File: src/rtl/lcd4_pkg.sv
`timescale 1ns / 1ps
// ----------------------------------------------------------------------------
// lcd4_pkg
// Shared types, command codes and init tables for the 4-bit LCD sequencer.
// ----------------------------------------------------------------------------
package lcd4_pkg;

   // input command codes
   localparam logic [1:0] FUNC_INIT   = 2'd0;
   localparam logic [1:0] FUNC_WRITE  = 2'd1;
   localparam logic [1:0] FUNC_CLEAR  = 2'd2;
   localparam logic [1:0] FUNC_CURSOR = 2'd3;

   // classified command kinds
   localparam logic [2:0] KIND_INIT   = 3'd0;
   localparam logic [2:0] KIND_WRITE  = 3'd1;
   localparam logic [2:0] KIND_CLEAR  = 3'd2;
   localparam logic [2:0] KIND_CURSOR = 3'd3;
   localparam logic [2:0] KIND_REJECT = 3'd4;

   // step within one nibble
   localparam logic [1:0] PH_SET   = 2'd0;
   localparam logic [1:0] PH_EN_HI = 2'd1;
   localparam logic [1:0] PH_EN_LO = 2'd2;
   localparam logic [1:0] PH_CLOSE = 2'd3;

   localparam logic [7:0] CURSOR_LIMIT = 8'h67;
   localparam logic [7:0] CURSOR_FLAG  = 8'h80;

   // clear display instruction byte
   localparam logic [7:0] CLEAR_BYTE   = 8'h01;

   localparam logic [3:0] INIT_LAST_IDX = 4'd10;
   localparam logic [3:0] BYTE_LAST_IDX = 4'd1;

   localparam logic [15:0] WAIT_CMD        = 16'd40;
   localparam logic [15:0] WAIT_STROBE     = 16'd1;
   localparam logic [15:0] WAIT_INIT_CLOSE = 16'd10000;
   localparam logic [15:0] WAIT_CLEAR      = 16'd2000;

   typedef struct packed {
      logic [2:0] kind;
      logic [7:0] data;
   } cmd_type;

   function automatic logic [3:0] init_nibble(input logic [3:0] idx);
      logic [3:0] n;
      case (idx)
         4'd0:    n = 4'h3;
         4'd1:    n = 4'h2;
         4'd2:    n = 4'h8;
         4'd3:    n = 4'h2;
         4'd4:    n = 4'h8;
         4'd5:    n = 4'h0;
         4'd6:    n = 4'hF;
         4'd7:    n = 4'h0;
         4'd8:    n = 4'h1;
         4'd9:    n = 4'h0;
         4'd10:   n = 4'h6;
         default: n = 4'h0;
      endcase
      return n;
   endfunction

   function automatic logic [15:0] init_wait(input logic [3:0] idx);
      logic [15:0] w;
      case (idx)
         4'd0:                w = 16'd50000;
         4'd1, 4'd3, 4'd5,
         4'd7:                w = 16'd40;
         4'd9:                w = 16'd2000;
         default:             w = 16'd0;
      endcase
      return w;
   endfunction

endpackage

File: src/rtl/lcd4_front.sv
`timescale 1ns / 1ps
// ----------------------------------------------------------------------------
// lcd4_front
// Classifies an incoming command word and range-checks the cursor position.
// ----------------------------------------------------------------------------
module lcd4_front (
   input  logic              req_valid,
   output logic              req_ready,
   input  logic [1:0]        req_func,
   input  logic [7:0]        req_data_byte,
   output logic              push,
   output lcd4_pkg::cmd_type push_cmd,
   input  logic              q_full
);
   import lcd4_pkg::*;

   assign req_ready = !q_full;
   assign push      = req_valid && !q_full;

   always_comb begin
      push_cmd.data = req_data_byte;
      case (req_func)
         FUNC_INIT:  push_cmd.kind = KIND_INIT;
         FUNC_WRITE: push_cmd.kind = KIND_WRITE;
         FUNC_CLEAR: begin
            // clear sends a fixed instruction byte, data_byte is ignored
            push_cmd.kind = KIND_CLEAR;
            push_cmd.data = CLEAR_BYTE;
         end
         FUNC_CURSOR: begin
            if (req_data_byte >= CURSOR_LIMIT) begin
               push_cmd.kind = KIND_REJECT;
            end else begin
               push_cmd.kind = KIND_CURSOR;
               push_cmd.data = req_data_byte | CURSOR_FLAG;
            end
         end
         default:    push_cmd.kind = KIND_INIT;
      endcase
   end

endmodule

File: src/rtl/lcd4_queue.sv
`timescale 1ns / 1ps
// ----------------------------------------------------------------------------
// lcd4_queue
// Two-entry command queue between the front and the back.
// ----------------------------------------------------------------------------
module lcd4_queue (
   input  logic              clock,
   input  logic              reset,
   input  logic              push,
   input  lcd4_pkg::cmd_type push_cmd,
   output logic              full,
   input  logic              pop,
   output logic              not_empty,
   output lcd4_pkg::cmd_type head_cmd
);
   import lcd4_pkg::*;

   cmd_type    mem_ff [2];
   logic       wr_ptr_ff, wr_ptr_in;
   logic       rd_ptr_ff, rd_ptr_in;
   logic [1:0] count_ff, count_in;

   assign full      = (count_ff == 2'd2);
   assign not_empty = (count_ff != 2'd0);
   assign head_cmd  = mem_ff[rd_ptr_ff];

   always_comb begin
      wr_ptr_in = wr_ptr_ff ^ push;
      rd_ptr_in = rd_ptr_ff ^ pop;
      count_in  = count_ff + {1'b0, push} - {1'b0, pop};
   end

   always_ff @(posedge clock) begin
      if (push) begin
         mem_ff[wr_ptr_ff] <= push_cmd;
      end
   end

   always_ff @(posedge clock) begin
      if (reset) begin
         wr_ptr_ff <= 1'b0;
         rd_ptr_ff <= 1'b0;
         count_ff  <= 2'd0;
      end else begin
         wr_ptr_ff <= wr_ptr_in;
         rd_ptr_ff <= rd_ptr_in;
         count_ff  <= count_in;
      end
   end

endmodule

File: src/rtl/lcd4_back.sv
`timescale 1ns / 1ps
// ----------------------------------------------------------------------------
// lcd4_back
// Steps through nibbles and strobe phases of one command, one pin word per
// cycle while the output stage is free, into a registered output stage.
// ----------------------------------------------------------------------------
module lcd4_back (
   input  logic              clock,
   input  logic              reset,
   input  logic              q_not_empty,
   input  lcd4_pkg::cmd_type q_head,
   output logic              pop,
   output logic              rsp_valid,
   input  logic              rsp_ready,
   output logic [15:0]       rsp_wait_us,
   output logic              rsp_reg_select,
   output logic              rsp_enable,
   output logic [3:0]        rsp_nibble,
   output logic              rsp_rejected,
   output logic              rsp_last
);
   import lcd4_pkg::*;

   cmd_type    cmd_ff, cmd_in;
   logic       busy_ff, busy_in;
   logic [3:0] idx_ff, idx_in;
   logic [1:0] phase_ff, phase_in;

   logic        out_valid_ff, out_valid_in;
   logic [15:0] out_wait_ff, out_wait_in;
   logic        out_rs_ff, out_rs_in;
   logic        out_en_ff, out_en_in;
   logic [3:0]  out_nib_ff, out_nib_in;
   logic        out_rej_ff, out_rej_in;
   logic        out_last_ff, out_last_in;

   logic        out_free, emit, is_last;
   logic [3:0]  last_idx;
   logic [3:0]  cur_nib;
   logic [15:0] set_wait, close_wait;

   assign out_free = !out_valid_ff || rsp_ready;
   assign emit     = busy_ff && out_free;
   assign last_idx = (cmd_ff.kind == KIND_INIT) ? INIT_LAST_IDX : BYTE_LAST_IDX;

   always_comb begin
      if (cmd_ff.kind == KIND_INIT) begin
         cur_nib  = init_nibble(idx_ff);
         set_wait = init_wait(idx_ff);
      end else begin
         cur_nib  = (idx_ff == 4'd0) ? cmd_ff.data[7:4] : cmd_ff.data[3:0];
         set_wait = (idx_ff == 4'd0) ? WAIT_CMD : 16'd0;
      end
      case (cmd_ff.kind)
         KIND_INIT:  close_wait = WAIT_INIT_CLOSE;
         KIND_CLEAR: close_wait = WAIT_CLEAR;
         default:    close_wait = WAIT_CMD;
      endcase
   end

   always_comb begin
      case (cmd_ff.kind)
         KIND_REJECT: is_last = 1'b1;
         KIND_WRITE:  is_last = (phase_ff == PH_EN_LO) && (idx_ff == last_idx);
         default:     is_last = (phase_ff == PH_CLOSE);
      endcase
   end

   assign pop = q_not_empty && (!busy_ff || (emit && is_last));

   // sequencer
   always_comb begin
      cmd_in   = cmd_ff;
      busy_in  = busy_ff;
      idx_in   = idx_ff;
      phase_in = phase_ff;
      if (emit) begin
         case (phase_ff)
            PH_SET:   phase_in = PH_EN_HI;
            PH_EN_HI: phase_in = PH_EN_LO;
            PH_EN_LO: begin
               if (idx_ff == last_idx) begin
                  phase_in = PH_CLOSE;
               end else begin
                  idx_in   = idx_ff + 4'd1;
                  phase_in = PH_SET;
               end
            end
            default:  phase_in = PH_CLOSE;
         endcase
         if (is_last) begin
            busy_in = 1'b0;
         end
      end
      if (pop) begin
         cmd_in   = q_head;
         busy_in  = 1'b1;
         idx_in   = 4'd0;
         phase_in = PH_SET;
      end
   end

   // output register
   always_comb begin
      out_valid_in = out_valid_ff && !rsp_ready;
      out_wait_in  = out_wait_ff;
      out_rs_in    = out_rs_ff;
      out_en_in    = out_en_ff;
      out_nib_in   = out_nib_ff;
      out_rej_in   = out_rej_ff;
      out_last_in  = out_last_ff;
      if (emit) begin
         out_valid_in = 1'b1;
         out_last_in  = is_last;
         if (cmd_ff.kind == KIND_REJECT) begin
            out_wait_in = 16'd0;
            out_rs_in   = 1'b0;
            out_en_in   = 1'b0;
            out_nib_in  = 4'd0;
            out_rej_in  = 1'b1;
         end else begin
            out_rs_in  = (cmd_ff.kind == KIND_WRITE);
            out_en_in  = (phase_ff == PH_EN_HI);
            out_nib_in = cur_nib;
            out_rej_in = 1'b0;
            case (phase_ff)
               PH_SET:   out_wait_in = set_wait;
               PH_EN_HI: out_wait_in = 16'd0;
               PH_EN_LO: out_wait_in = WAIT_STROBE;
               default:  out_wait_in = close_wait;
            endcase
         end
      end
   end

   always_ff @(posedge clock) begin
      cmd_ff      <= cmd_in;
      idx_ff      <= idx_in;
      phase_ff    <= phase_in;
      out_wait_ff <= out_wait_in;
      out_rs_ff   <= out_rs_in;
      out_en_ff   <= out_en_in;
      out_nib_ff  <= out_nib_in;
      out_rej_ff  <= out_rej_in;
      out_last_ff <= out_last_in;
   end

   always_ff @(posedge clock) begin
      if (reset) begin
         busy_ff      <= 1'b0;
         out_valid_ff <= 1'b0;
      end else begin
         busy_ff      <= busy_in;
         out_valid_ff <= out_valid_in;
      end
   end

   assign rsp_valid      = out_valid_ff;
   assign rsp_wait_us    = out_wait_ff;
   assign rsp_reg_select = out_rs_ff;
   assign rsp_enable     = out_en_ff;
   assign rsp_nibble     = out_nib_ff;
   assign rsp_rejected   = out_rej_ff;
   assign rsp_last       = out_last_ff;

endmodule

File: src/rtl/lcd_4bit_command_sequencer_top.sv
`timescale 1ns / 1ps
// ----------------------------------------------------------------------------
// lcd_4bit_command_sequencer_top
// Turns LCD commands into timed pin words for a 4-bit character-LCD bus.
// ----------------------------------------------------------------------------
// Usage:
//   req_*  : one command word (func, data_byte) per valid/ready handshake.
//   rsp_*  : the pin words of that command, in order, one per handshake;
//            rsp_last marks the final word of each command.
//   Init yields 34 words, write 6, clear and cursor 7, a bad cursor 1.
//   A taken command reaches the pins through the queue, the sequencer's
//   command register and then the output register.
//   Throughput: one word per cycle from the back-end sequencer while
//   rsp_ready does not stall it; a queued next command starts the cycle
//   after the previous last word is issued.
//   A two-entry queue holds commands while the sequencer is busy; req_ready
//   drops only when it is full.
//   When rsp_ready is low a pending output word holds and the sequencer waits.
//   Reset empties the queue and output stage; no state survives commands.
// ----------------------------------------------------------------------------
module lcd_4bit_command_sequencer_top (
   input  logic        clock,
   input  logic        reset,
   input  logic        req_valid,
   output logic        req_ready,
   input  logic [1:0]  req_func,
   input  logic [7:0]  req_data_byte,
   output logic        rsp_valid,
   input  logic        rsp_ready,
   output logic [15:0] rsp_wait_us,
   output logic        rsp_reg_select,
   output logic        rsp_enable,
   output logic [3:0]  rsp_nibble,
   output logic        rsp_rejected,
   output logic        rsp_last
);
   import lcd4_pkg::*;

   logic    push, q_full, pop, q_not_empty;
   cmd_type push_cmd, head_cmd;

   lcd4_front u_front (
      .req_valid     (req_valid),
      .req_ready     (req_ready),
      .req_func      (req_func),
      .req_data_byte (req_data_byte),
      .push          (push),
      .push_cmd      (push_cmd),
      .q_full        (q_full)
   );

   lcd4_queue u_queue (
      .clock     (clock),
      .reset     (reset),
      .push      (push),
      .push_cmd  (push_cmd),
      .full      (q_full),
      .pop       (pop),
      .not_empty (q_not_empty),
      .head_cmd  (head_cmd)
   );

   lcd4_back u_back (
      .clock          (clock),
      .reset          (reset),
      .q_not_empty    (q_not_empty),
      .q_head         (head_cmd),
      .pop            (pop),
      .rsp_valid      (rsp_valid),
      .rsp_ready      (rsp_ready),
      .rsp_wait_us    (rsp_wait_us),
      .rsp_reg_select (rsp_reg_select),
      .rsp_enable     (rsp_enable),
      .rsp_nibble     (rsp_nibble),
      .rsp_rejected   (rsp_rejected),
      .rsp_last       (rsp_last)
   );

endmodule

File: config.mk
export PLATFORM = sky130hd
export DESIGN_NAME = lcd_4bit_command_sequencer_top
export DESIGN_NICKNAME = d
export VERILOG_FILES = /design/src/rtl/lcd4_pkg.sv /design/src/rtl/lcd4_front.sv /design/src/rtl/lcd4_queue.sv /design/src/rtl/lcd4_back.sv /design/src/rtl/lcd_4bit_command_sequencer_top.sv
export SDC_FILE = /design/constraint.sdc
export NUM_CORES = 1
export LEC_CHECK = 0
export BUFFER_PORTS_ARGS = -buffer_cell sky130_fd_sc_hd__buf_4
export CAP_MARGIN = 10
export CELL_PAD_IN_SITES_DETAIL_PLACEMENT = 0
export CELL_PAD_IN_SITES_GLOBAL_PLACEMENT = 1
export CORE_MARGIN = 5
export CORE_UTILIZATION = 50
export CTS_BUF_LIST = sky130_fd_sc_hd__clkbuf_8 sky130_fd_sc_hd__clkbuf_16
export CTS_CLUSTER_SIZE = 10
export DETAILED_ROUTE_END_ITERATION = 7
export PLACE_DENSITY_LB_ADDON = 0.1
export SYNTH_ARGS = -nofsm -noshare
export SYNTH_HDL_FRONTEND = slang
export SYNTH_SLANG_ARGS = --single-unit
File: constraint.sdc
create_clock -name clock -period 4.54 [get_ports clock]
set_input_delay 0.908 -clock clock [delete_from_list [all_inputs] [get_ports clock]]
set_output_delay 0.908 -clock clock [all_outputs]
set_load 0.02 [all_outputs]
# --- Word level (Yosys, flattened, before mapping) ---
# Memories as Yosys holds them, arrays and structs flattened. A register that Yosys moved wholly into a read port is not among the register bits.
# Index checks and enable logic that the tools add are counted.
classes:
  n_addsub: 3
  magnitude_cmp: 1
  n_eq_ne: 16
  n_mux: 24
  n_bitwise: 3
  reduce_logical: 22
op_table:
  columns: ["op", "count"]
  rows:
  - ["16-bit one-hot mux with 3 select lines", 2]
  - ["14-bit one-hot mux with 2 select lines", 1]
  - ["4-bit 2-to-1 mux", 5]
  - ["16-bit 2-to-1 mux", 1]
  - ["8-bit one-hot mux with 2 select lines", 1]
  - ["3-bit one-hot mux with 4 select lines", 1]
  - ["2-bit == test, second input constant", 5]
  - ["4-bit by 3-bit == test with 1-bit output, second input constant", 2]
  - ["8-bit by 7-bit greater-or-equal comparator with 1-bit output, second input constant", 1]
  - ["8-bit 2-to-1 mux", 1]
  - ["1-bit 2-to-1 mux", 7]
  - ["1-bit logical AND", 6]
  - ["6-bit 2-to-1 mux", 1]
  - ["2-bit one-hot mux with 3 select lines", 1]
  - ["2-bit nonzero test", 3]
  - ["4-bit by 1-bit adder with 4-bit output, second input constant", 1]
  - ["2-bit by 1-bit == test with 1-bit output, second input constant", 2]
  - ["4-bit by 1-bit == test with 1-bit output, second input constant", 1]
  - ["4-bit by 2-bit == test with 1-bit output, second input constant", 1]
  - ["4-bit == test", 1]
  - ["4-bit == test, second input constant", 1]
  - ["1-bit logical NOT", 4]
  - ["2-bit logical NOT", 2]
  - ["4-bit logical NOT", 1]
  - ["other kinds (15)", 17]
word_totals:
  ff_bits: 36
  ram_bits: 22
  rom_bits: 64
  input_bits: 14
  wordCells: 84
  mem_count: 2
mem_list:
  columns: ["name", "depth", "width", "rd", "rd_ports_with_merged_regs", "write_ports", "line", "rtl"]
  rows:
  - ["(name not given)", 16, 4, 1, 1, 0, "lcd4_pkg.sv:48", "case (idx)"]
  - ["u_queue.mem_ff", 2, 11, 1, 1, 1, "lcd4_queue.sv:18", "cmd_type mem_ff [2];"]

# --- Longest topological paths before layout ---
# Gate-level depths: netlist of run 1.
depth:
  ltp_word: 10
  ltp_mapped: 13
  depth_no_buf: 11

# --- Cells and area by module ---
# A second synthesis of run 1 with hierarchy kept.
unflattened:
  cells_unflattened: 250
  area_unflattened_um2: 3059.2
modules_own_cells:
  columns: ["module", "instances", "cells_per_inst", "area_each_um2"]
  rows:
  - ["lcd4_back", 1, 178, 1939.4]
  - ["lcd4_queue", 1, 53, 998.5]
  - ["lcd4_front", 1, 19, 121.4]

# --- Worst setup path before layout of run 1 ---
# Ideal clock, no wire load.
synth_path:
  path_kind: "flip-flop to flip-flop"
  from: "register, netlist name u_back.cmd_ff[9]"
  to: "register u_queue.count_ff[1]"
  setup_time_ps: 115
  arrival_time_ps: 2549
  setup_slack_ps: 1876
  stages_incl_launch_ff: 14
  synth_period_minus_slack_ps: 2664
  cell_sequence: "edfxtp_1 > buf_6 > or3_4 > buf_6 > mux2i_4 > a211o_1 > nand2_1 > inv_2 > ha_1 > inv_1 > ha_1 > xor2_1 > xnor2_1 > nor2_1"
synth_via:
  elab_chain_len: 9
  elab_cells_between_ends: 11
  classes_between: "add/sub (1); eq/ne (3); mux (2); reduce/logical (5)"
synth_rtl:
  columns: ["element", "line", "rtl"]
  rows:
  - ["3-bit logical NOT", "lcd4_back.sv:44", "assign last_idx = (cmd_ff.kind == KIND_INIT) ? INIT_LAST_IDX : BYTE_LAST_IDX;"]
  - ["4-bit 2-to-1 mux", "lcd4_back.sv:44", null]
  - ["4-bit == test", "lcd4_back.sv:64", "KIND_WRITE: is_last = (phase_ff == PH_EN_LO) && (idx_ff == last_idx);"]
  - ["1-bit logical AND", "lcd4_back.sv:64", null]
  - ["1-bit one-hot mux with 2 select lines *", "lcd4_back.sv:62", "case (cmd_ff.kind)"]
  - ["1-bit logical AND *", "lcd4_back.sv:69", "assign pop = q_not_empty && (!busy_ff || (emit && is_last));"]
  - ["1-bit logical OR *", "lcd4_back.sv:69", null]
  - ["1-bit logical AND *", "lcd4_back.sv:69", null]
  - ["named net pop", "lcd_4bit_command_sequencer_top.sv:39", "logic push, q_full, pop, q_not_empty;"]
  - ["2-bit by 1-bit subtractor with 2-bit output *", "lcd4_queue.sv:30", "count_in = count_ff + {1'b0, push} - {1'b0, pop};"]
  - ["end signal, assigned", "lcd4_queue.sv:47", "count_ff <= count_in;"]
  - ["end, declared", "lcd4_queue.sv:21", "logic [1:0] count_ff, count_in;"]
# Mark *: on every way through the listed nets, which the timed path passes. The rest lies on a longest branch.
# A chain may end at the register's enable or synchronous reset.

# --- Worst setup path in the final report of run 1 ---
layout_path:
  from: "register u_back.idx_ff[0]"
  to: "register u_queue.count_ff[1]"
layout_via:
  elab_chain_len: 7
layout_rtl:
  columns: ["element", "line", "rtl"]
  rows:
  - ["start, declared", "lcd4_back.sv:26", "logic [3:0] idx_ff, idx_in;"]
  - ["start signal, assigned", "lcd4_back.sv:138", "idx_ff <= idx_in;"]
  - ["4-bit == test", "lcd4_back.sv:64", null]
  - ["1-bit logical AND", "lcd4_back.sv:64", null]
  - ["1-bit one-hot mux with 2 select lines", "lcd4_back.sv:62", null]
  - ["1-bit logical AND", "lcd4_back.sv:69", null]
  - ["1-bit logical OR", "lcd4_back.sv:69", null]
  - ["1-bit logical AND", "lcd4_back.sv:69", null]
  - ["named net pop", "lcd_4bit_command_sequencer_top.sv:39", null]
  - ["2-bit by 1-bit subtractor with 2-bit output", "lcd4_queue.sv:30", null]
# The timed path passes the listed nets, and every way through them passes these cells.

==> flow_metrics.py, run 1 <==
metrics = {
    "status": {
        "status": "completed",
    },
    "floorplan": {
        "die_h_um": 87.76,
        "dieArea_um2": 7701,
        "rows": 28,
        "pin_count": 40,
        "initial_core_util_pct": 51.36,
        "die_x_um": 87.76,
        "core_um2": 5886,
    },
    "layout": {
        "nets": 296,
        "syn_to_final_growth_pct": 16.39,
        "fin_area_um2": 3518,
        "n_antenna_cell": 0,
        "post-route-util_pct": 59.78,
        "fillers": 506,
        "drive_gt1_share_pct": 24.29,
    },
    "timing": {
        "hold_slack_ns": 0.5327,
        "fin_crit_ns": 2.846,
        "grt_setup_unrepaired": "false",
        "hold_viol": 0,
        "tns_ns": 0,
        "setup_viol_count_final": 0,
        "max_freq_mhz": 351.4,
        "finalClockSkew_ns": 0.007994,
        "maxSlewHeadroom_pct": 57.43,
        "min_period_over_period_pct": 62.68,
        "maxSlewViolCount": 0,
        "worst_pin_slew_ns": 0.6378,
    },
    "critical_path": {
        "cp_max_fo": 18,
        "arrival_ns": 3.07,
        "reg2regPathDepth": 11,
        "critical_path_class": "register to register",
        "crit_path_end_kind": "register",
        "crit_required_ns": 4.77,
        "rrSetupSlack_ns": 1.69,
        "crit-reg2reg-capture": "u_queue.count_ff[1]",
        "startpoint_type": "register",
        "timing.rr.start": "u_back.idx_ff[0]",
    },
    "drt": {
        "dr_total_vias": 1918,
        "vias_per_cell": 5.403,
        "detail_route.wl_per_cell_um": 14.99,
        "drt.antenna.violating_nets": 0,
        "wl_mm": 5.321,
        "drc_errors": 0,
        "dr.first_iter.drc_count": 131,
        "dr.pass1.iters": 4,
    },
    "synth": {
        "yosysSeqAreaShare_pct": 59.27,
        "ys_warn_count": 0,
        "synth_top_cell_area_share_pct": 48.68,
        "synth_area_leaders": "edfxtp_1 (49%), dfxtp_1 (11%), mux2_2 (4.1%)",
        "synthAdderAreaFrac_pct": 2.897,
        "synth_ff_type": "edfxtp_1",
        "syn_area_um2": 3023,
        "synthXorXnorAreaFrac_pct": 1.449,
        "synth_top_family_by_area": "simple AND/OR/NAND/NOR gates",
        "post_synth_num_cell_types": 55,
        "async_flop_share_pct": 0,
        "netlist_instances": 244,
        "synth.area.mux_share_pct": 6.167,
        "synth_top_area_cell": "edfxtp_1",
        "synth-seq-cells": 65,
        "synthSimpleGateAreaFrac_pct": 15.65,
        "synth_compound_area_share_pct": 9.147,
        "synth_edf_count": 49,
        "syn_avg_cell_area_um2": 12.39,
    },
    "clock_network": {
        "post_cts_buffers": 0,
        "cts_tree": "yes",
        "h-tree-depth": 3,
        "clk_pin_slew_ns": 0.07,
        "cts_buffers": 9,
        "postCtsHoldBufs": 0,
        "cts_buffer_depth": 2,
        "cts_num_sinks": 65,
        "clock_latency_ns": 0.33,
        "ctsRootBufferMaster": "clkbuf_8",
        "post_cts_resized": 0,
    },
    "global_routing": {
        "grt_pass1_vias": 1925,
        "grt_max_degree": 19,
        "grt_overflow_total": 0,
        "grt_pass1_wl_mm": 8.956,
        "grt.total_usage_pct": 15.45,
        "antenna_found_initial": 0,
    },
    "power_and_ir_drop": {
        "p_leak_nw": 1.365,
        "powerDensity_nw_per_um2": 653.1,
        "power.total_w": 0.002298,
        "ir_drop_v": 0.0003419,
    },
    "placed_design": {
        "port_buffers": 35,
        "gp_congestion": 0.7573,
        "dp_hpwl_mm": 3.885,
        "dpl-instance-area_um2": 3276,
    },
    "worst_hold_path": {
        "whs_endpoint": "u_back.busy_ff",
        "whs_path_depth": 2,
        "hold_start": "u_queue.count_ff[0]",
        "hold_path_class": "register to register",
    },
    "flow_run": {
        "cap_violations": 0,
    },
}
final cells by class:
type	instances	area, µm²	share of cell area, %
repair buffers	35	262.8	7.468
well taps	75	93.84	2.667
clock inverters	7	118.9	3.378
flip-flops and latches	65	1792	50.92
clock buffers	9	123.9	3.521
multi-input cells	152	1082	30.76
inverters	12	45.04	1.280
cell usage after synthesis (all sizes together) (3+ instances only):
master   n
dfxtp   16
nand3    3
edfxtp  49
nor2b    3
xor2     3
nand2   13
ha       7
nor3b    4
clkbuf   6
inv     12
mux2    11
mux2i    5
nor3     6
and2    12
nand4    4
nand2b   6
buf     12
nor2    15
nand3b   7
a21oi    8
o21ai    8
or3      3
per-stage QoR:
stage	setup WS, ns	instances
4_1_cts	1.690	355
6_report	1.694	355
3_3_place_gp	1.796	339
5_1_grt	1.473	355
2_1_floorplan	1.876	247
3_5_place_dp	1.683	339
report_power, final:
group	internal (W)	total (W)	switching [W]
clock	0.000366	0.000589	0.000224
sequential	0.000860	0.000987	0.000127
combinational	0.000307	0.000722	0.000415
total	0.00153	0.00230	0.000766
worst max path at each step:
stage,startpoint,slack (ns),to
after detailed placement,rsp_ready,1.68,u_queue.count_ff[1]
after floorplan,u_back.cmd_ff[9],1.88,u_queue.count_ff[1]
after global placement,u_back.idx_ff[0],1.80,u_queue.count_ff[1]
after CTS,u_back.idx_ff[0],1.69,u_queue.count_ff[1]
final,u_back.idx_ff[0],1.69,u_queue.count_ff[1]
after global routing,u_back.idx_ff[0],1.47,u_queue.count_ff[1]
state kept, by name, summed over array words and instances (netlist names), 2 cells and up, named ones only:
register,flops
u_back.cmd_ff,11
u_back.idx_ff,4
u_back.phase_ff,2
u_back.rsp_nibble,4
u_back.rsp_wait_us,8
u_queue.count_ff,2
u_queue.mem_ff,22
cells in the final DEF, fill, tap and decap left out, types with 2 or more instances in the layout:
cell type / n
and3_1: 2
nor3_1: 6
nor2_1: 15
inv_1: 12
nand3_1: 3
a21o_1: 2
xor2_1: 3
clkbuf_8: 9
nand4_1: 4
nor3b_1: 3
xnor2_1: 2
mux2_2: 11
nand3b_1: 7
dfxtp_1: 16
mux2i_1: 4
a21oi_1: 8
a31oi_1: 2
conb_1: 4
nand2_1: 13
edfxtp_1: 49
and2_1: 12
bufinv_16: 3
or3_1: 2
nand2b_1: 6
o21ai_0: 8
a311oi_1: 2
nor2b_1: 3
o211ai_1: 2
buf_4: 35
ha_1: 7
metal layers:
layer / track usage (%) / part of all wire, % / vias up
li1: - / - / 946
met1: 18.79 / 45 / 897
met2: 24.45 / 47 / 66
met3: 5.362 / 6.7 / 9
met4: 7.671 / 1.6 / 0
met5: 0 / 0 / -
cells by family after synthesis:
kind of cell             count (synthesis)
XOR/XNOR                                 5
AND/OR/NAND/NOR                         83
buffers and inverters                   30
AO/OA/AOI/OAI                           37
multiplexers                            16
flip-flops                              65
other                                    1
adder cells (fa/ha/maj)                  7
worst max-delay path, stage by stage, from the launching register on:
cell and delay [ns]:
dfxtp_1 0.52, or3b_2 0.52, mux2i_4 0.24, a211o_1 0.18
nand2_1 0.10, inv_2 0.30, ha_1 0.29, inv_1 0.06
ha_1 0.15, xor2_1 0.19, xnor2_1 0.14, nor2_1 0.05
No activity file was read; power rests on OpenSTA's default activity.
==> run 2, diff against run 1 <==
CORE_UTILIZATION = 42   (was 50)
clock period = 2.6 ns   (was 4.54 ns; I/O delays follow)
==> run 2 against run 1 <==
Count of clock-buffer cells in the layout unchanged; core utilization shrank 9.7 points; flip-flop and latch count unchanged; register-to-register slack worse by 1.6 ns; routed wire length increased by 1.3%; maximum frequency rose by 15%; clock power rose by 20%; combinational power up 100%; sequential power increased by 67%; clock skew is essentially flat; critical endpoint unchanged; largest cell class unchanged; highest routed layer unchanged.
==> flow_metrics.py, run 2 (synthesis gave the netlist of run 1 again) <==
metrics = {
    "drt": {
        "wl_met1_mm": 2.563,
        "wl_mm": 5.389,
        "dr.first_iter.drc_count": 122,
        "highest-signal-layer": "met4",
        "detail_route.wl_per_cell_um": 13.82,
        "route.met2.wl_mm": 2.413,
        "drt.antenna.violating_nets": 0,
        "vias_per_cell": 4.869,
        "drc_errors": 0,
        "dr.pass1.iters": 4,
        "dr_total_vias": 1899,
        "wl_met3_um": 303,
    },
    "critical_path": {
        "crit_chain": "or3_4, mux2i_4, a211o_1, nand2_2, inv_6, ha_4, inv_1, ha_2, xor2_1, xnor2_1, nor2_1",
        "critical_path_class": "register to register",
        "slowest_delay_ns": 0.45,
        "crit_path_end_kind": "register",
        "arrival_ns": 2.71,
        "path_buf_inv": 2,
        "startpoint_type": "register",
        "critPathSlowestCell": "or3_4",
        "path_delay_family": "simple AND/OR/NAND/NOR gates",
        "cp_max_fo": 5,
        "crit_required_ns": 2.83,
    },
    "global_routing": {
        "antenna_found_initial": 0,
        "grt.total_usage_pct": 12.96,
        "grt_max_degree": 19,
        "grt_pass1_wl_mm": 8.638,
        "grt_overflow_total": 0,
        "grt_pass1_vias": 1812,
    },
    "timing": {
        "maxSlewHeadroom_pct": 58.92,
        "finalClockSkew_ns": 0.007768,
        "setup_viol_count_final": 0,
        "min_period_over_period_pct": 95.35,
        "max_freq_mhz": 403.4,
        "maxSlewViolCount": 0,
        "worst_pin_slew_ns": 0.6118,
        "fin_crit_ns": 2.479,
        "hold_viol": 0,
        "worst_slack_ns": 0.1210,
        "tns_ns": 0,
        "grt_setup_unrepaired": "false",
    },
    "floorplan": {
        "dieArea_um2": 8994,
        "core_um2": 7137,
        "pin_count": 40,
        "rows": 31,
        "initial_core_util_pct": 42.36,
        "die_h_um": 94.84,
        "die_x_um": 94.84,
    },
    "clock_network": {
        "clock_latency_ns": 0.34,
        "cts_buffer_depth": 2,
        "postCtsHoldBufs": 0,
        "post_cts_resized": 0,
        "cts_tree": "yes",
        "cts_num_sinks": 65,
        "ctsRootBufferMaster": "clkbuf_8",
        "clk_pin_slew_ns": 0.07,
        "cts_buffers": 9,
        "h-tree-depth": 3,
        "post_cts_buffers": 0,
    },
    "power_and_ir_drop": {
        "powerDensity_nw_per_um2": 1073,
        "ir_drop_v": 0.0003900,
        "p_leak_nw": 1.381,
    },
    "layout": {
        "layout_commonest_cell": "edfxtp_1",
        "n_antenna_cell": 0,
        "fillers": 683,
        "largest_reg_flops": 22,
        "nets": 307,
        "syn_to_final_growth_pct": 18.25,
        "mostFrequentLayoutCells": "edfxtp_1 (49), buf_4 (46), dfxtp_1 (16)",
        "regMostFlops": "u_queue.mem_ff",
        "drive_gt1_share_pct": 27.49,
    },
    "placed_design": {
        "dp_hpwl_mm": 3.975,
        "pre_cts_ws_ns": 0.1341,
        "port_buffers": 35,
        "gp_congestion": 0.7657,
    },
    "status": {
        "status": "completed",
    },
    "worst_hold_path": {
        "hold_path_class": "primary input to register",
    },
    "flow_run": {
        "cap_violations": 0,
    },
}
==> run 2: final cells by class <==
cell class | instances | area [µm²] | share of cell area [%]
sequential | 65 | 1792 | 50.12
tap | 99 | 123.9 | 3.465
clock inverter | 7 | 40.04 | 1.120
multi-input combinational | 152 | 1100 | 30.77
clock buffer | 9 | 123.9 | 3.465
timing repair buffer | 46 | 345.3 | 9.660
inverter | 12 | 50.05 | 1.400
==> run 2: final timing paths <==
path | start | endpoint | slack (ns) | depth (start not counted)
hold / removal | reset | u_queue.wr_ptr_ff | 0.38 | 2
hold reg to reg | u_queue.count_ff[0] | u_back.busy_ff | 0.53 | 2
setup / recovery | u_back.cmd_ff[10] | u_queue.count_ff[1] | 0.12 | 11
setup reg to reg | u_back.cmd_ff[10] | u_queue.count_ff[1] | 0.12 | 11
==> run 2: stage by stage <==
step	hold WS [ns]	total power, W	cells	instance area (µm²)	util (%)
floorplan	0.4806	0.002701	247	3057	-
global placement	0.4947	0.003157	374	3411	47.79
detailed placement	0.5157	0.003168	374	3411	47.79
CTS	0.3650	0.003889	390	3575	50.09
global route	0.3797	0.004094	390	3575	50.09
finish	0.3792	0.003835	390	3575	50.09
==> run 2: metal layers <==
metal,track usage (%),vias to the layer above
met5,0,-
met4,7.572,0
met3,2.948,9
met2,19.03,56
met1,17.48,866
li1,-,968
==> run 2: power by group <==
| group | total (W) | switching [W] | leakage (nW) | internal, W |
|---|---|---|---|---|
| sequential | 0.00165 | 0.000152 | 0.597 | 0.00150 |
| clock | 0.000709 | 0.000374 | 0.0853 | 0.000335 |
| combinational | 0.00148 | 0.000832 | 0.698 | 0.000643 |
| total | 0.00383 | 0.00136 | 1.38 | 0.00248 |
==> run 3, diff against run 2 <==
==> constraint.sdc (replaced) <==
create_clock -name clock -period 2.6 [get_ports clock]
set_input_delay 0.26 -clock clock [delete_from_list [all_inputs] [get_ports clock]]
set_output_delay 0.26 -clock clock [all_outputs]
set_load 0.02 [all_outputs]
==> run 3 against run 2 <==
Worst hold slack got worse by 0.25 ns; non-clock buffer count is 2 higher; combinational power is essentially flat; highest routed layer unchanged.
==> flow_metrics.py, run 3 (synthesis gave the netlist of run 1 again) <==
metrics = {
    "status": {
        "status": "completed",
    },
    "floorplan": {
        "rows": 31,
        "die_h_um": 94.84,
        "initial_core_util_pct": 42.36,
        "dieArea_um2": 8994,
        "pin_count": 40,
        "core_um2": 7137,
        "die_x_um": 94.84,
    },
    "critical_path": {
        "crit_required_ns": 2.83,
        "path_buf_inv": 2,
        "crit_path_end_kind": "register",
        "arrival_ns": 2.68,
        "startpoint_type": "register",
        "critPathSlowestCell": "or3_4",
        "slowest_delay_ns": 0.44,
        "critical_path_class": "register to register",
        "path_delay_family": "simple AND/OR/NAND/NOR gates",
        "crit_chain": "or3_4, mux2i_4, a211o_1, nand2_2, inv_6, ha_4, inv_1, ha_2, xor2_1, xnor2_1, nor2_1",
        "cp_max_fo": 5,
    },
    "clock_network": {
        "clock_latency_ns": 0.34,
        "postCtsHoldBufs": 0,
        "h-tree-depth": 3,
        "cts_buffers": 9,
        "post_cts_buffers": 0,
        "cts_tree": "yes",
        "clk_pin_slew_ns": 0.07,
        "cts_buffer_depth": 2,
        "post_cts_resized": 0,
        "cts_num_sinks": 65,
        "ctsRootBufferMaster": "clkbuf_8",
    },
    "timing": {
        "finalClockSkew_ns": 0.008907,
        "setup_viol_count_final": 0,
        "fin_crit_ns": 2.452,
        "worst_pin_slew_ns": 0.6399,
        "tns_ns": 0,
        "grt_setup_unrepaired": "false",
        "maxSlewViolCount": 0,
        "hold_viol": 0,
        "maxSlewHeadroom_pct": 57.30,
        "worst_slack_ns": 0.1478,
        "min_period_over_period_pct": 94.31,
        "max_freq_mhz": 407.8,
    },
    "layout": {
        "largest_reg_flops": 22,
        "nets": 309,
        "layout_commonest_cell": "edfxtp_1",
        "drive_gt1_share_pct": 28.33,
        "n_antenna_cell": 0,
        "multi_input_area_um2": 1100,
        "regArea_um2": 1792,
        "fin_area_um2": 3637,
        "mostFrequentLayoutCells": "edfxtp_1 (49), buf_4 (48), dfxtp_1 (16)",
        "syn_to_final_growth_pct": 20.32,
        "regMostFlops": "u_queue.mem_ff",
        "fillers": 661,
    },
    "placed_design": {
        "dpl-instance-area_um2": 3426,
        "port_buffers": 35,
        "pre_cts_ws_ns": 0.1450,
        "dp_hpwl_mm": 4.030,
        "gp_congestion": 0.7981,
    },
    "power_and_ir_drop": {
        "clkPwrFrac_pct": 22.4,
        "internal-power_w": 0.002687,
        "switching_share_pct": 33.65,
        "powerDensity_nw_per_um2": 1113,
        "ir_drop_v": 0.0004459,
        "p_seq_share_pct": 40.6,
        "p_comb_share_pct": 37.0,
        "power_switching_w": 0.001363,
        "p_leak_nw": 1.414,
    },
    "drt": {
        "drc_errors": 0,
        "dr_total_vias": 1916,
        "vias_per_cell": 4.888,
        "wl_mm": 5.403,
        "dr.pass1.iters": 5,
        "drt.antenna.violating_nets": 0,
        "detail_route.wl_per_cell_um": 13.78,
        "dr.first_iter.drc_count": 83,
    },
    "global_routing": {
        "antenna_found_initial": 0,
        "grt_pass1_wl_mm": 9.073,
        "grt_max_degree": 19,
        "grt_overflow_total": 0,
        "grt.total_usage_pct": 13.53,
        "grt_pass1_vias": 1887,
    },
    "flow_run": {
        "cap_violations": 0,
    },
    "worst_hold_path": {
        "hold_path_class": "primary input to register",
    },
}
-- run 3: cell types whose count changed in the layout (fill, tap and decap cells not counted) --
cell / delta
bufinv_16: +2
clkinv_1: -1
buf_4: +2
clkinv_4: -1
-- run 3: per-stage QoR --
stage               total power (W)  utilization, %  instances  hold WS (ns)
floorplan                  0.002701               -        247        0.3267
global placement           0.003177           48.00        376        0.4722
detailed placement         0.003185           48.00        376        0.4733
CTS                        0.004100           50.96        392        0.1101
global route               0.004328           50.96        392        0.1139
finish                     0.004050           50.96        392        0.1246
-- run 3: cell type report --
cell class,count,share of cell area (%)
Tap cell,99,3.406
Multi-Input combinational cell,152,30.24
Clock buffer,9,3.406
Clock inverter,7,2.408
Inverter,12,1.376
Sequential cell,65,49.26
Timing Repair Buffer,48,9.907
-- run 3: worst register-to-register path, stage by stage (launching register included) --
cell and delay, ns:
edfxtp_1 0.38, or3_4 0.44, mux2i_4 0.20, a211o_1 0.32, nand2_2 0.13, inv_6 0.04, ha_4 0.25, inv_1 0.03
ha_2 0.17, xor2_1 0.18, xnor2_1 0.13, nor2_1 0.06
-- run 3: metal layers --
metal	global-route usage, %	vias to the layer above	routed length, µm	share of wire (%)
met5	0	-	0	0
met4	5.889	0	85	1.6
met3	4.223	10	323	6.0
met2	20.79	52	2498	46
met1	17.55	885	2495	46
li1	-	969	-	-
-- run 3: final timing paths --
check	start	end	slack [ns]	cells past startpoint
hold / removal	reset	u_queue.wr_ptr_ff	0.12	2
setup / recovery	u_back.cmd_ff[10]	u_queue.count_ff[1]	0.15	11
setup reg to reg	u_back.cmd_ff[10]	u_queue.count_ff[1]	0.15	11
hold reg to reg	u_queue.count_ff[0]	u_back.busy_ff	0.51	2
-- run 3: power by group through the flow --
stage | combinational (W) | clock, W | sequential, W
floorplan | 0.000982 | 0 | 0.00172
global placement | 0.00151 | 0 | 0.00167
detailed placement | 0.00151 | 0 | 0.00167
CTS | 0.00152 | 0.000932 | 0.00165
global route | 0.00166 | 0.000991 | 0.00168
finish | 0.00150 | 0.000905 | 0.00164
